`src/design/assert_macros.svh`:
```
// ----------------------------------------------------------------------------
// Assertion macros
// Shared concurrent assertion forms, clocked on clk and disabled in reset.
// ----------------------------------------------------------------------------
`ifndef ASSERT_MACROS_SVH
`define ASSERT_MACROS_SVH

// same-cycle implication
`define ASSERT_IMPLY(lbl, ante, cons, msg) \
	lbl: assert property (@(posedge clk) disable iff (!arst_n) (ante) |-> (cons)) \
		else $error(msg);

// next-cycle implication
`define ASSERT_NEXT(lbl, ante, cons, msg) \
	lbl: assert property (@(posedge clk) disable iff (!arst_n) (ante) |=> (cons)) \
		else $error(msg);

`endif

```
`src/design/lmce_pkg.sv`:
```
// ----------------------------------------------------------------------------
// lmce_pkg
// Types and constants shared by the list mode character escaper.
// ----------------------------------------------------------------------------
package lmce_pkg;

	localparam int COL_W        = 7;
	localparam int LINE_COLUMNS = 72;
	localparam int QUEUE_DEPTH  = 4;
	localparam int PTR_W        = $clog2(QUEUE_DEPTH);
	localparam int CNT_W        = $clog2(QUEUE_DEPTH + 1);
	localparam int STEP_W       = 3;

	localparam logic [7:0] CHAR_TAB   = 8'h09;
	localparam logic [7:0] CHAR_BS    = 8'h08;
	localparam logic [7:0] CHAR_NL    = 8'h0A;
	localparam logic [7:0] CHAR_SPACE = 8'h20;
	localparam logic [7:0] CHAR_BSL   = 8'h5C;
	localparam logic [7:0] CHAR_DASH  = 8'h2D;
	localparam logic [7:0] CHAR_GT    = 8'h3E;
	localparam logic [7:0] CHAR_LT    = 8'h3C;
	localparam logic [7:0] CHAR_ZERO  = 8'h30;

	typedef enum logic [1:0] {
		KIND_PLAIN,
		KIND_ARROW,
		KIND_OCTAL
	} kind_t;

	typedef struct packed {
		logic       wrap;
		kind_t      kind;
		logic [7:0] ch;
	} req_t;

	typedef struct packed {
		logic full;
		logic empty;
	} q_status_t;

endpackage

```
`src/design/lmce_front.sv`:
```
// ----------------------------------------------------------------------------
// lmce_front
// Accepts requests, tracks the column and classifies each character.
// ----------------------------------------------------------------------------
module lmce_front #(
	parameter int LINE_COLUMNS = lmce_pkg::LINE_COLUMNS
) (
	input  logic                clk,
	input  logic                arst_n,
	input  logic                cfg_we,
	input  logic                cfg_wdata,
	input  logic                in_valid,
	output logic                in_stall,
	input  logic [7:0]          character,
	input  logic                line_start,
	input  lmce_pkg::q_status_t q_status,
	output logic                push,
	output lmce_pkg::req_t      push_req
);

	localparam logic [lmce_pkg::COL_W-1:0] LIMIT = lmce_pkg::COL_W'(LINE_COLUMNS);
	localparam logic [lmce_pkg::COL_W-1:0] ONE   = lmce_pkg::COL_W'(1);
	localparam logic [lmce_pkg::COL_W-1:0] TWO   = lmce_pkg::COL_W'(2);

	logic                        list_mode_q;
	logic [lmce_pkg::COL_W-1:0]  column_q;
	logic [lmce_pkg::COL_W-1:0]  col_base;
	logic [lmce_pkg::COL_W-1:0]  col_inc;
	logic [lmce_pkg::COL_W-1:0]  col_next;
	logic                        wrap;
	logic                        is_arrow;
	logic                        is_ctrl;

	assign in_stall = q_status.full;
	assign push     = in_valid && !q_status.full;

	always_comb begin
		col_base = line_start ? '0 : column_q;
		col_inc  = col_base + ONE;
		wrap     = list_mode_q && (col_inc >= LIMIT);
		is_arrow = (character == lmce_pkg::CHAR_TAB) || (character == lmce_pkg::CHAR_BS);
		is_ctrl  = (character < lmce_pkg::CHAR_SPACE) && (character != lmce_pkg::CHAR_NL);
		push_req.wrap = wrap;
		push_req.ch   = character;
		if (!list_mode_q) begin
			col_next      = col_base;
			push_req.kind = lmce_pkg::KIND_PLAIN;
		end else if (is_arrow) begin
			col_next      = wrap ? '0 : col_inc;
			push_req.kind = lmce_pkg::KIND_ARROW;
		end else if (is_ctrl) begin
			col_next      = (wrap ? '0 : col_inc) + TWO;
			push_req.kind = lmce_pkg::KIND_OCTAL;
		end else begin
			col_next      = wrap ? '0 : col_inc;
			push_req.kind = lmce_pkg::KIND_PLAIN;
		end
	end

	always_ff @(posedge clk or negedge arst_n) begin
		if (!arst_n) begin
			list_mode_q <= 1'b0;
			column_q    <= '0;
		end else begin
			if (cfg_we) begin
				list_mode_q <= cfg_wdata;
			end
			if (push) begin
				column_q <= col_next;
			end
		end
	end

endmodule

```
`src/design/lmce_queue.sv`:
```
// ----------------------------------------------------------------------------
// lmce_queue
// Short request queue between the classifier and the byte emitter.
// ----------------------------------------------------------------------------
`include "assert_macros.svh"

module lmce_queue (
	input  logic                clk,
	input  logic                arst_n,
	input  logic                push,
	input  lmce_pkg::req_t      push_req,
	input  logic                pop,
	output lmce_pkg::req_t      head_req,
	output lmce_pkg::q_status_t status
);

	localparam logic [lmce_pkg::CNT_W-1:0] DEPTH_CNT = lmce_pkg::CNT_W'(lmce_pkg::QUEUE_DEPTH);

	lmce_pkg::req_t              slots_q [lmce_pkg::QUEUE_DEPTH];
	logic [lmce_pkg::PTR_W-1:0]  wr_ptr_q;
	logic [lmce_pkg::PTR_W-1:0]  rd_ptr_q;
	logic [lmce_pkg::CNT_W-1:0]  count_q;

	assign head_req     = slots_q[rd_ptr_q];
	assign status.full  = (count_q == DEPTH_CNT);
	assign status.empty = (count_q == '0);

	always_ff @(posedge clk) begin
		if (push) begin
			slots_q[wr_ptr_q] <= push_req;
		end
	end

	always_ff @(posedge clk or negedge arst_n) begin
		if (!arst_n) begin
			wr_ptr_q <= '0;
			rd_ptr_q <= '0;
			count_q  <= '0;
		end else begin
			if (push) begin
				wr_ptr_q <= wr_ptr_q + lmce_pkg::PTR_W'(1);
			end
			if (pop) begin
				rd_ptr_q <= rd_ptr_q + lmce_pkg::PTR_W'(1);
			end
			case ({push, pop})
				2'b10:   count_q <= count_q + lmce_pkg::CNT_W'(1);
				2'b01:   count_q <= count_q - lmce_pkg::CNT_W'(1);
				default: count_q <= count_q;
			endcase
		end
	end

	`ASSERT_IMPLY(a_no_overflow, push, !status.full || pop, "push into full queue")
	`ASSERT_IMPLY(a_no_underflow, pop, !status.empty, "pop from empty queue")
	`ASSERT_IMPLY(a_count_bound, 1'b1, count_q <= DEPTH_CNT, "queue count out of range")

endmodule

```
`src/design/lmce_back.sv`:
```
// ----------------------------------------------------------------------------
// lmce_back
// Expands each queued request into its terminal bytes, one per cycle unless out_stall holds the output.
// ----------------------------------------------------------------------------
`include "assert_macros.svh"

module lmce_back (
	input  logic                clk,
	input  logic                arst_n,
	input  lmce_pkg::req_t      head_req,
	input  lmce_pkg::q_status_t q_status,
	output logic                pop,
	output logic                out_valid,
	input  logic                out_stall,
	output logic [7:0]          out_byte,
	output logic                last
);

	logic [lmce_pkg::STEP_W-1:0] step_q;
	logic [lmce_pkg::STEP_W-1:0] body;
	logic [lmce_pkg::STEP_W-1:0] last_step;
	logic [7:0]                  byte_d;
	logic                        last_d;
	logic                        load;
	logic                        out_valid_q;
	logic [7:0]                  out_byte_q;
	logic                        last_q;

	assign load      = (!out_valid_q || !out_stall) && !q_status.empty;
	assign pop       = load && last_d;
	assign out_valid = out_valid_q;
	assign out_byte  = out_byte_q;
	assign last      = last_q;

	always_comb begin
		body      = head_req.wrap ? step_q - lmce_pkg::STEP_W'(2) : step_q;
		last_step = (head_req.wrap ? lmce_pkg::STEP_W'(2) : '0)
			+ ((head_req.kind == lmce_pkg::KIND_PLAIN) ? '0 : lmce_pkg::STEP_W'(2));
		last_d    = (step_q == last_step);
		if (head_req.wrap && (step_q < lmce_pkg::STEP_W'(2))) begin
			byte_d = step_q[0] ? lmce_pkg::CHAR_NL : lmce_pkg::CHAR_BSL;
		end else begin
			case (head_req.kind)
				lmce_pkg::KIND_ARROW: begin
					case (body[1:0])
						2'd0:    byte_d = lmce_pkg::CHAR_DASH;
						2'd1:    byte_d = lmce_pkg::CHAR_BS;
						default: byte_d = (head_req.ch == lmce_pkg::CHAR_TAB)
							? lmce_pkg::CHAR_GT : lmce_pkg::CHAR_LT;
					endcase
				end
				lmce_pkg::KIND_OCTAL: begin
					case (body[1:0])
						2'd0:    byte_d = lmce_pkg::CHAR_BSL;
						2'd1:    byte_d = lmce_pkg::CHAR_ZERO | {6'd0, head_req.ch[4:3]};
						default: byte_d = lmce_pkg::CHAR_ZERO | {5'd0, head_req.ch[2:0]};
					endcase
				end
				default: byte_d = head_req.ch;
			endcase
		end
	end

	always_ff @(posedge clk) begin
		if (load) begin
			out_byte_q <= byte_d;
			last_q     <= last_d;
		end
	end

	always_ff @(posedge clk or negedge arst_n) begin
		if (!arst_n) begin
			out_valid_q <= 1'b0;
			step_q      <= '0;
		end else begin
			if (load) begin
				out_valid_q <= 1'b1;
				step_q      <= last_d ? '0 : step_q + lmce_pkg::STEP_W'(1);
			end else if (!out_stall) begin
				out_valid_q <= 1'b0;
			end
		end
	end

	`ASSERT_IMPLY(a_step_range, 1'b1, step_q <= lmce_pkg::STEP_W'(4), "byte step out of range")
	`ASSERT_NEXT(a_hold_step, out_valid_q && out_stall, $stable(step_q), "step moved while stalled")
	`ASSERT_NEXT(a_pop_rewinds, pop, step_q == '0, "step not rewound after last byte")

endmodule

```
`src/design/list_mode_char_escaper_top.sv`:
```
// ----------------------------------------------------------------------------
// list_mode_char_escaper_top
// Terminal escaper for list mode printing with column wrap.
// ----------------------------------------------------------------------------
// Each request carries one character; the block returns its terminal bytes,
// one byte per cycle unless out_stall is set, with last set on the final byte.
// With list_mode clear a character yields one byte. With list_mode set, tab
// and backspace yield three bytes, other control codes except newline yield a
// backslash and two octal digits, and a line wrap at LINE_COLUMNS adds a
// backslash and newline in front, so one request yields 1 to 5 bytes. The front
// accepts a request every cycle while its four-entry queue has room; sustained
// throughput is set by the single output byte register, one byte per cycle
// unless stalled. cfg_we/cfg_wdata write list_mode, effective on the next request.
module list_mode_char_escaper_top #(
	parameter int LINE_COLUMNS = lmce_pkg::LINE_COLUMNS
) (
	input  logic       clk,
	input  logic       arst_n,
	input  logic       cfg_we,
	input  logic       cfg_wdata,
	input  logic       in_valid,
	output logic       in_stall,
	input  logic [7:0] character,
	input  logic       line_start,
	output logic       out_valid,
	input  logic       out_stall,
	output logic [7:0] out_byte,
	output logic       last
);

	logic                push;
	logic                pop;
	lmce_pkg::req_t      push_req;
	lmce_pkg::req_t      head_req;
	lmce_pkg::q_status_t q_status;

	lmce_front #(
		.LINE_COLUMNS (LINE_COLUMNS)
	) u_front (
		.clk        (clk),
		.arst_n     (arst_n),
		.cfg_we     (cfg_we),
		.cfg_wdata  (cfg_wdata),
		.in_valid   (in_valid),
		.in_stall   (in_stall),
		.character  (character),
		.line_start (line_start),
		.q_status   (q_status),
		.push       (push),
		.push_req   (push_req)
	);

	lmce_queue u_queue (
		.clk      (clk),
		.arst_n   (arst_n),
		.push     (push),
		.push_req (push_req),
		.pop      (pop),
		.head_req (head_req),
		.status   (q_status)
	);

	lmce_back u_back (
		.clk       (clk),
		.arst_n    (arst_n),
		.head_req  (head_req),
		.q_status  (q_status),
		.pop       (pop),
		.out_valid (out_valid),
		.out_stall (out_stall),
		.out_byte  (out_byte),
		.last      (last)
	);

endmodule

```
`config.mk`:
```
export PLATFORM = sky130hd
export DESIGN_NAME = list_mode_char_escaper_top
export DESIGN_NICKNAME = d
export VERILOG_FILES = /design/src/design/lmce_pkg.sv /design/src/design/lmce_front.sv /design/src/design/lmce_queue.sv /design/src/design/lmce_back.sv /design/src/design/list_mode_char_escaper_top.sv
export VERILOG_INCLUDE_DIRS = /design/src /design/src/design
export SDC_FILE = /design/constraint.sdc
export NUM_CORES = 1
export LEC_CHECK = 0
export ABC_AREA = 1
export BUFFER_PORTS_ARGS = -buffer_cell sky130_fd_sc_hd__buf_2
export CORE_MARGIN = 2
export CORE_UTILIZATION = 56
export CTS_BUF_LIST = sky130_fd_sc_hd__clkbuf_4 sky130_fd_sc_hd__clkbuf_8
export DETAILED_ROUTE_END_ITERATION = 10
export PLACE_DENSITY = 0.87
export SLEW_MARGIN = 5
export SYNTH_ARGS = -nofsm -noshare
export SYNTH_HDL_FRONTEND = slang
export SYNTH_SLANG_ARGS = --single-unit
export TNS_END_PERCENT = 1
```
`constraint.sdc`:
```
create_clock -name clk -period 5.51 [get_ports clk]
set_input_delay 1.653 -clock clk [delete_from_list [all_inputs] [get_ports clk]]
set_output_delay 1.653 -clock clk [all_outputs]
set_load 0.02 [all_outputs]
```
==> results.py, run 1 <==
metrics = {
    "status": {
        "status": "completed",
    },
    "clock_network": {
        "clkTransAtPathRegs_ns": 0.08,
        "cts_setup_buffers": 0,
        "cts_inserted_buffers": 9,
        "cts_root_buf": "clkbuf_8",
        "cts.sinks": 72,
        "cts_tree": "done",
        "clk-insertion-delay-late_ns": 0.35,
        "clock_path_buffers": 2,
        "post_cts_resized": 0,
        "cts_max_level": 3,
        "cts_hold_buffers": 0,
    },
    "worst_setup_path": {
        "cp_common_cell": "inv_1",
        "slowest_stage": "dfrtp_1",
        "startpoint_type": "flip-flop",
        "required_ns": 5.74,
        "crit_fanout": 25,
        "r2r-start": "u_queue.rd_ptr_q[0]",
        "timing.rr.end": "u_queue.count_q[2]",
        "endpoint_kind": "flip-flop",
        "path_delay_family": "adder cells",
        "crit_chain": "inv_2, nand2_1, a32oi_1, inv_1, ha_1, inv_1, ha_1, inv_1, nor2_1, nor4_2, inv_1, nor2_1, ha_1, inv_1, fa_1, a21oi_1, o21ai_0, xor2_1",
        "path_class": "reg2reg",
        "cp.arrival_ns": 4.18,
        "reg2reg_slack_ns": 1.56,
        "worst-path-buf-inv": 6,
        "rr_worst_depth": 18,
        "slowest_delay_ns": 0.67,
    },
    "synthesis": {
        "synth_area_sq_um": 3710,
        "synthArstFlopShare_pct": 26.4,
        "synthCells": 386,
        "synth_flop_cell": "edfxtp_1",
        "synth.avg_cell_area_sq_um": 9.62,
        "synth_nets": 414,
        "synth_edf_count": 53,
        "ys_types": 42,
        "synth_seq_area_share_pct": 55.7,
        "synth_seq_cells": 72,
        "synth_warnings": 0,
    },
    "floorplan": {
        "core_area_sq_um": 6390,
        "die_w_um": 85.4,
        "start_util_pct": 58.1,
        "die-area_sq_um": 7300,
        "ios": 26,
        "row_count": 29,
        "fp.dieH_um": 85.4,
    },
    "sta": {
        "rsz0062_at_grt": "false",
        "setup_viol": 0,
        "hold_violations": 0,
        "slew_violations": 0,
        "tightestPinTransition_ns": 1.02,
        "fin_tns_setup_ns": 0,
        "min_period_ns": 3.95,
        "hold_slack_ns": 0.510,
        "min_period_over_period_pct": 71.7,
        "relSlewSlack_pct": 31.5,
        "final.setup_skew_ns": 0.0110,
        "clock.fmax_mhz": 253,
    },
    "placement": {
        "postPlaceCellArea_sq_um": 3860,
        "io_buffers": 25,
        "place_hpwl_mm": 4.71,
        "gp_congestion": 0.860,
        "dp_cells": 478,
    },
    "global_routing": {
        "grt_use_met3_pct": 3.31,
        "grt_overflow": 0,
        "met1_usage_pct": 23.1,
        "gr-usage-all-layers_pct": 19.8,
        "grt_first_pass_wirelength_mm": 11.0,
        "met2_usage_pct": 33.8,
        "grt_pass1_vias": 2580,
        "antenna_found_initial": 0,
        "grt_max_degree": 26,
        "busiest_layer": "met2",
    },
    "layout": {
        "drive_gt1_share_pct": 16.3,
        "antennaDiodeCount": 0,
        "fin_nets": 440,
        "final_area_sq_um": 4040,
        "fill_cells": 492,
        "layout.cells.non_filler": 494,
        "multi_input_area_sq_um": 1380,
        "area_growth_pct": 8.70,
        "seqCellArea_sq_um": 2070,
    },
    "pwr": {
        "ir_drop_mv": 0.346,
        "power_leakage_nw": 1.79,
        "p_per_area_nw_per_um2": 567,
    },
    "route": {
        "vias": 2703,
        "routed_via_density": 5.47,
        "drt-pass1-iter-count": 5,
        "drcViolationCount": 0,
        "drt-wirelength-per-cell_um": 13.5,
        "drtIter0Drc": 151,
        "drt-total-wl_mm": 6.67,
        "route.antenna.remaining_nets": 0,
    },
    "hold_path": {
        "worstHoldEndpoint": "u_back.out_valid",
        "min_path_cells": 2,
        "min_from": "u_back.out_valid",
        "hold_class": "reg2reg",
    },
    "run": {
        "maxCapViolCount": 0,
    },
}
## cells in the mapped netlist, types with 2 or more instances
| library cell | instances | area share (%) |
|---|---|---|
| edfxtp_1 | 53 | 43 |
| buf_2 | 5 | 0.67 |
| nand2_1 | 95 | 9.6 |
| nand3_1 | 32 | 4.3 |
| a31oi_1 | 3 | 0.51 |
| o21ai_0 | 13 | 1.8 |
| xor2_1 | 5 | 1.2 |
| nand2_4 | 3 | 0.91 |
| inv_2 | 5 | 0.51 |
| o21ai_1 | 5 | 0.67 |
| nor2_1 | 29 | 2.9 |
| a32oi_1 | 2 | 0.47 |
| inv_1 | 46 | 4.7 |
| buf_4 | 2 | 0.40 |
| nand4_1 | 5 | 0.84 |
| nor3_1 | 6 | 0.81 |
| nand2_2 | 5 | 0.84 |
| dfrtp_1 | 19 | 13 |
| nor2_2 | 2 | 0.34 |
| nor2_4 | 3 | 0.91 |
| a21oi_1 | 12 | 1.6 |
| nand3_2 | 2 | 0.54 |
| ha_1 | 12 | 4.0 |
| o22ai_1 | 4 | 0.67 |
## routing by layer
| metal | share of wire (%) | up-vias |
|---|---|---|
| met5 | 0 | - |
| met4 | 2.7 | 0 |
| met3 | 3.8 | 14 |
| met2 | 51 | 62 |
| met1 | 43 | 1286 |
| li1 | - | 1341 |
## worst reg2reg max path: stages (launching register included)
cell     delay, ns
dfrtp_1       0.67
inv_2         0.44
nand2_1       0.09
a32oi_1       0.25
inv_1         0.10
ha_1          0.20
inv_1         0.05
ha_1          0.23
inv_1         0.06
nor2_1        0.05
nor4_2        0.27
inv_1         0.13
nor2_1        0.23
ha_1          0.19
inv_1         0.07
fa_1          0.38
a21oi_1       0.14
o21ai_0       0.11
xor2_1        0.15
## logic make-up (layout without fill, tap and decap cells)
kind of cell | after synthesis | in the layout | share of synthesized area, %
xor+xnor | 6 | 6 | 1.42
buf+inv | 62 | 93 | 7.18
fa+ha+maj | 13 | 13 | 4.58
simple gates | 186 | 186 | 23.6
flops | 72 | 72 | 55.7
compound gates | 47 | 47 | 7.55
## metrics by stage
step	power (mW)	setup slack, ns	util [%]
after floorplan	1.72	2.27	-
after global placement	1.88	1.77	60.5
after detailed placement	1.94	1.59	60.5
after CTS	2.30	1.56	63.2
after global routing	2.47	1.22	63.2
final	2.29	1.56	63.2
## registers in the layout, indices dropped and copies added (netlist names)
signal               cells
u_back.out_byte          8
u_queue.rd_ptr_q         2
u_front.list_mode_q      1
u_back.out_valid         1
u_queue.slots_q         44
u_back.step_q            3
u_queue.count_q          3
u_front.column_q         7
u_queue.wr_ptr_q         2
u_back.last              1
## report_power, final
part | leakage (nW) | switching [mW] | internal [mW]
Sequential | 0.726 | 0.118 | 0.795
Combinational | 0.979 | 0.672 | 0.346
Clock | 0.0814 | 0.196 | 0.162
## layout make-up
cell class | instances | area share, %
inverters | 52 | 4.90
clock buffers | 9 | 3.07
flip-flops and latches | 72 | 51.2
clock inverters | 7 | 1.15
repair buffers | 25 | 3.10
well taps | 77 | 2.39
multi-input cells | 252 | 34.2
## placed cells by master, fill, tap and decap left out, types with 12 or more instances in the layout
cell type | netlist | routed
a21oi_1 | 12 | 12
buf_2 | 5 | 25
dfrtp_1 | 19 | 19
edfxtp_1 | 53 | 53
ha_1 | 12 | 12
inv_1 | 46 | 46
nand2_1 | 95 | 95
nand3_1 | 32 | 32
nor2_1 | 29 | 29
o21ai_0 | 13 | 13
## how the worst max path moves through the flow
stage / start / end / cells after the start / slack, ns
after floorplan: line_start / u_front.column_q[3] / 15 / 2.27
after global placement: u_queue.rd_ptr_q[0] / u_queue.count_q[2] / 18 / 1.77
after detailed placement: u_queue.rd_ptr_q[0] / u_queue.count_q[2] / 18 / 1.59
after CTS: u_queue.rd_ptr_q[0] / u_queue.count_q[2] / 18 / 1.56
after global routing: u_queue.rd_ptr_q[0] / u_queue.count_q[2] / 18 / 1.22
final: u_queue.rd_ptr_q[0] / u_queue.count_q[2] / 18 / 1.56
No activity file was read; power rests on OpenSTA's default activity.
==> run 2: changes to the inputs <==
- PLACE_DENSITY: 0.87 -> 0.9
- clock period: 5.51 -> 3.5 ns (I/O delays scaled with it)
==> results.py, run 2 (synthesized netlist as in run 1, its figures left out) <==
metrics = {
    "status": {
        "status": "completed",
    },
    "clock_network": {
        "cts.sinks": 72,
        "cts_hold_buffers": 0,
        "clkTransAtPathRegs_ns": 0.08,
        "cts_max_level": 3,
        "cts_tree": "done",
        "cts_inserted_buffers": 9,
        "clk-insertion-delay-late_ns": 0.35,
        "cts_root_buf": "clkbuf_8",
        "clock_path_buffers": 2,
    },
    "worst_setup_path": {
        "path_delay_family": "adder cells",
        "worst-path-buf-inv": 6,
        "slowest_stage": "dfrtp_2",
        "cp_common_cell": "inv_1",
        "slowest_delay_ns": 0.48,
        "crit_fanout": 8,
        "rr_worst_depth": 18,
        "startpoint_type": "flip-flop",
        "endpoint_kind": "flip-flop",
        "cp.depth": 18,
        "path_class": "reg2reg",
        "required_ns": 3.72,
        "cp.arrival_ns": 3.53,
        "crit_chain": "inv_2, nand2_1, a32oi_2, inv_1, ha_1, inv_1, ha_1, inv_1, nor2_1, nor4_2, inv_1, nor2_2, ha_1, inv_1, fa_1, a21oi_1, o21ai_0, xor2_1",
    },
    "placement": {
        "io_buffers": 25,
        "postPlaceCellArea_sq_um": 3930,
        "gp_congestion": 0.902,
        "place_hpwl_mm": 4.98,
    },
    "layout": {
        "top_register": "u_queue.slots_q",
        "final_cell_mix": "nand2_1, edfxtp_1, inv_1",
        "drive_gt1_share_pct": 19.0,
        "final_common_cell": "nand2_1",
        "area_growth_pct": 12.3,
        "antennaDiodeCount": 0,
        "final_area_sq_um": 4170,
        "fill_cells": 471,
        "post-route-util_pct": 65.3,
        "fin_nets": 450,
        "largest_reg_flops": 44,
    },
    "hold_path": {
        "min_path_cells": 2,
        "hold_class": "reg2reg",
    },
    "sta": {
        "hold_violations": 0,
        "clock.fmax_mhz": 303,
        "min_period_over_period_pct": 94.4,
        "min_period_ns": 3.30,
        "relSlewSlack_pct": 63.0,
        "setup_viol": 0,
        "tightestPinTransition_ns": 0.550,
        "final.setup_skew_ns": 0.0115,
        "slew_violations": 0,
    },
    "run": {
        "maxCapViolCount": 0,
    },
    "floorplan": {
        "core_area_sq_um": 6390,
        "die_w_um": 85.4,
        "ios": 26,
        "die-area_sq_um": 7300,
        "start_util_pct": 58.1,
        "fp.dieH_um": 85.4,
        "row_count": 29,
    },
    "global_routing": {
        "grt_pass1_vias": 2741,
        "grt_max_degree": 20,
        "grt_overflow": 0,
        "gr-usage-all-layers_pct": 20.9,
        "antenna_found_initial": 0,
        "grt_first_pass_wirelength_mm": 11.8,
    },
    "route": {
        "drt-pass1-iter-count": 5,
        "vias": 2759,
        "drtIter0Drc": 143,
        "drt-wirelength-per-cell_um": 14.2,
        "drt-total-wl_mm": 7.18,
        "drcViolationCount": 0,
        "route.antenna.remaining_nets": 0,
        "routed_via_density": 5.47,
    },
    "pwr": {
        "power_leakage_nw": 1.86,
        "ir_drop_mv": 0.611,
        "p_per_area_nw_per_um2": 928,
    },
}
run 2: cell types whose count changed in the layout (fill, tap and decap cells not counted), moves of 2 or more:
cell        previous run  this run
a32oi_1                2         0
a32oi_2                0         2
buf_4                  0        10
bufinv_16              0         2
clkinv_1               0         2
clkinvlp_4             3         0
dfrtp_1               19        17
dfrtp_2                0         2
run 2: per-layer routing:
layer	vias up	wire length, um	global-route usage [%]
li1	1361	-	-
met2	86	3680	35.9
met4	0	199	11.8
met1	1289	3010	24.0
met5	-	0	0
met3	23	284	4.77
run 2: report_power, final:
group / total [mW] / internal [mW] / switching [mW]
combinational: 1.76 / 0.615 / 1.14
sequential: 1.41 / 1.25 / 0.162
clock: 0.696 / 0.395 / 0.301
run 2: timing repair:
action | 4_1_cts | 5_1_grt
setup buffers | 0 | 1
resized for setup | 0 | 5
endpoints found under the setup margin | 0 | 1
run 2: worst paths after layout:
| path | startpoint | endpoint | slack [ns] |
|---|---|---|---|
| max | u_queue.rd_ptr_q[0] | u_queue.count_q[2] | 0.20 |
| min | u_back.out_valid | u_back.out_valid | 0.49 |
| max reg2reg | u_queue.rd_ptr_q[0] | u_queue.count_q[2] | 0.20 |
| min reg2reg | u_back.out_valid | u_back.out_valid | 0.49 |
| max in group asynchronous | arst_n | u_queue.rd_ptr_q[1] | 2.51 |
| min in group asynchronous | arst_n | u_queue.rd_ptr_q[0] | 0.64 |
run 2: worst register-to-register path: stages (launching register included):
cell and delay [ns]:
dfrtp_2 0.48, inv_2 0.13, nand2_1 0.08, a32oi_2 0.21, inv_1 0.10, ha_1 0.20
inv_1 0.05, ha_1 0.23, inv_1 0.06, nor2_1 0.04, nor4_2 0.20, inv_1 0.15
nor2_2 0.15, ha_1 0.17, inv_1 0.08, fa_1 0.39, a21oi_1 0.19, o21ai_0 0.13
xor2_1 0.16
run 2: area by class of cell:
class | count | area [sq um] | share of cell area [%]
timing repair buffer | 35 | 200 | 4.80
inverter | 52 | 198 | 4.74
clock buffer | 9 | 124 | 2.97
tap | 77 | 96.3 | 2.31
multi-input combinational | 252 | 1400 | 33.5
sequential | 72 | 2070 | 49.6
clock inverter | 7 | 86.3 | 2.07
run 2: stage by stage:
stage | setup TNS [ns] | cells | total power [mW] | setup slack [ns] | hold slack, ns
2_1_floorplan | 0 | 386 | 2.70 | 0.298 | 0.449
5_1_grt | -0.0559 | 504 | 4.15 | -0.0559 | 0.524
4_1_cts | 0 | 503 | 3.83 | 0.0349 | 0.501
3_3_place_gp | 0 | 487 | 3.03 | 0.366 | 0.466
3_5_place_dp | 0 | 487 | 3.11 | 0.152 | 0.485
6_report | 0 | 504 | 3.87 | 0.195 | 0.493
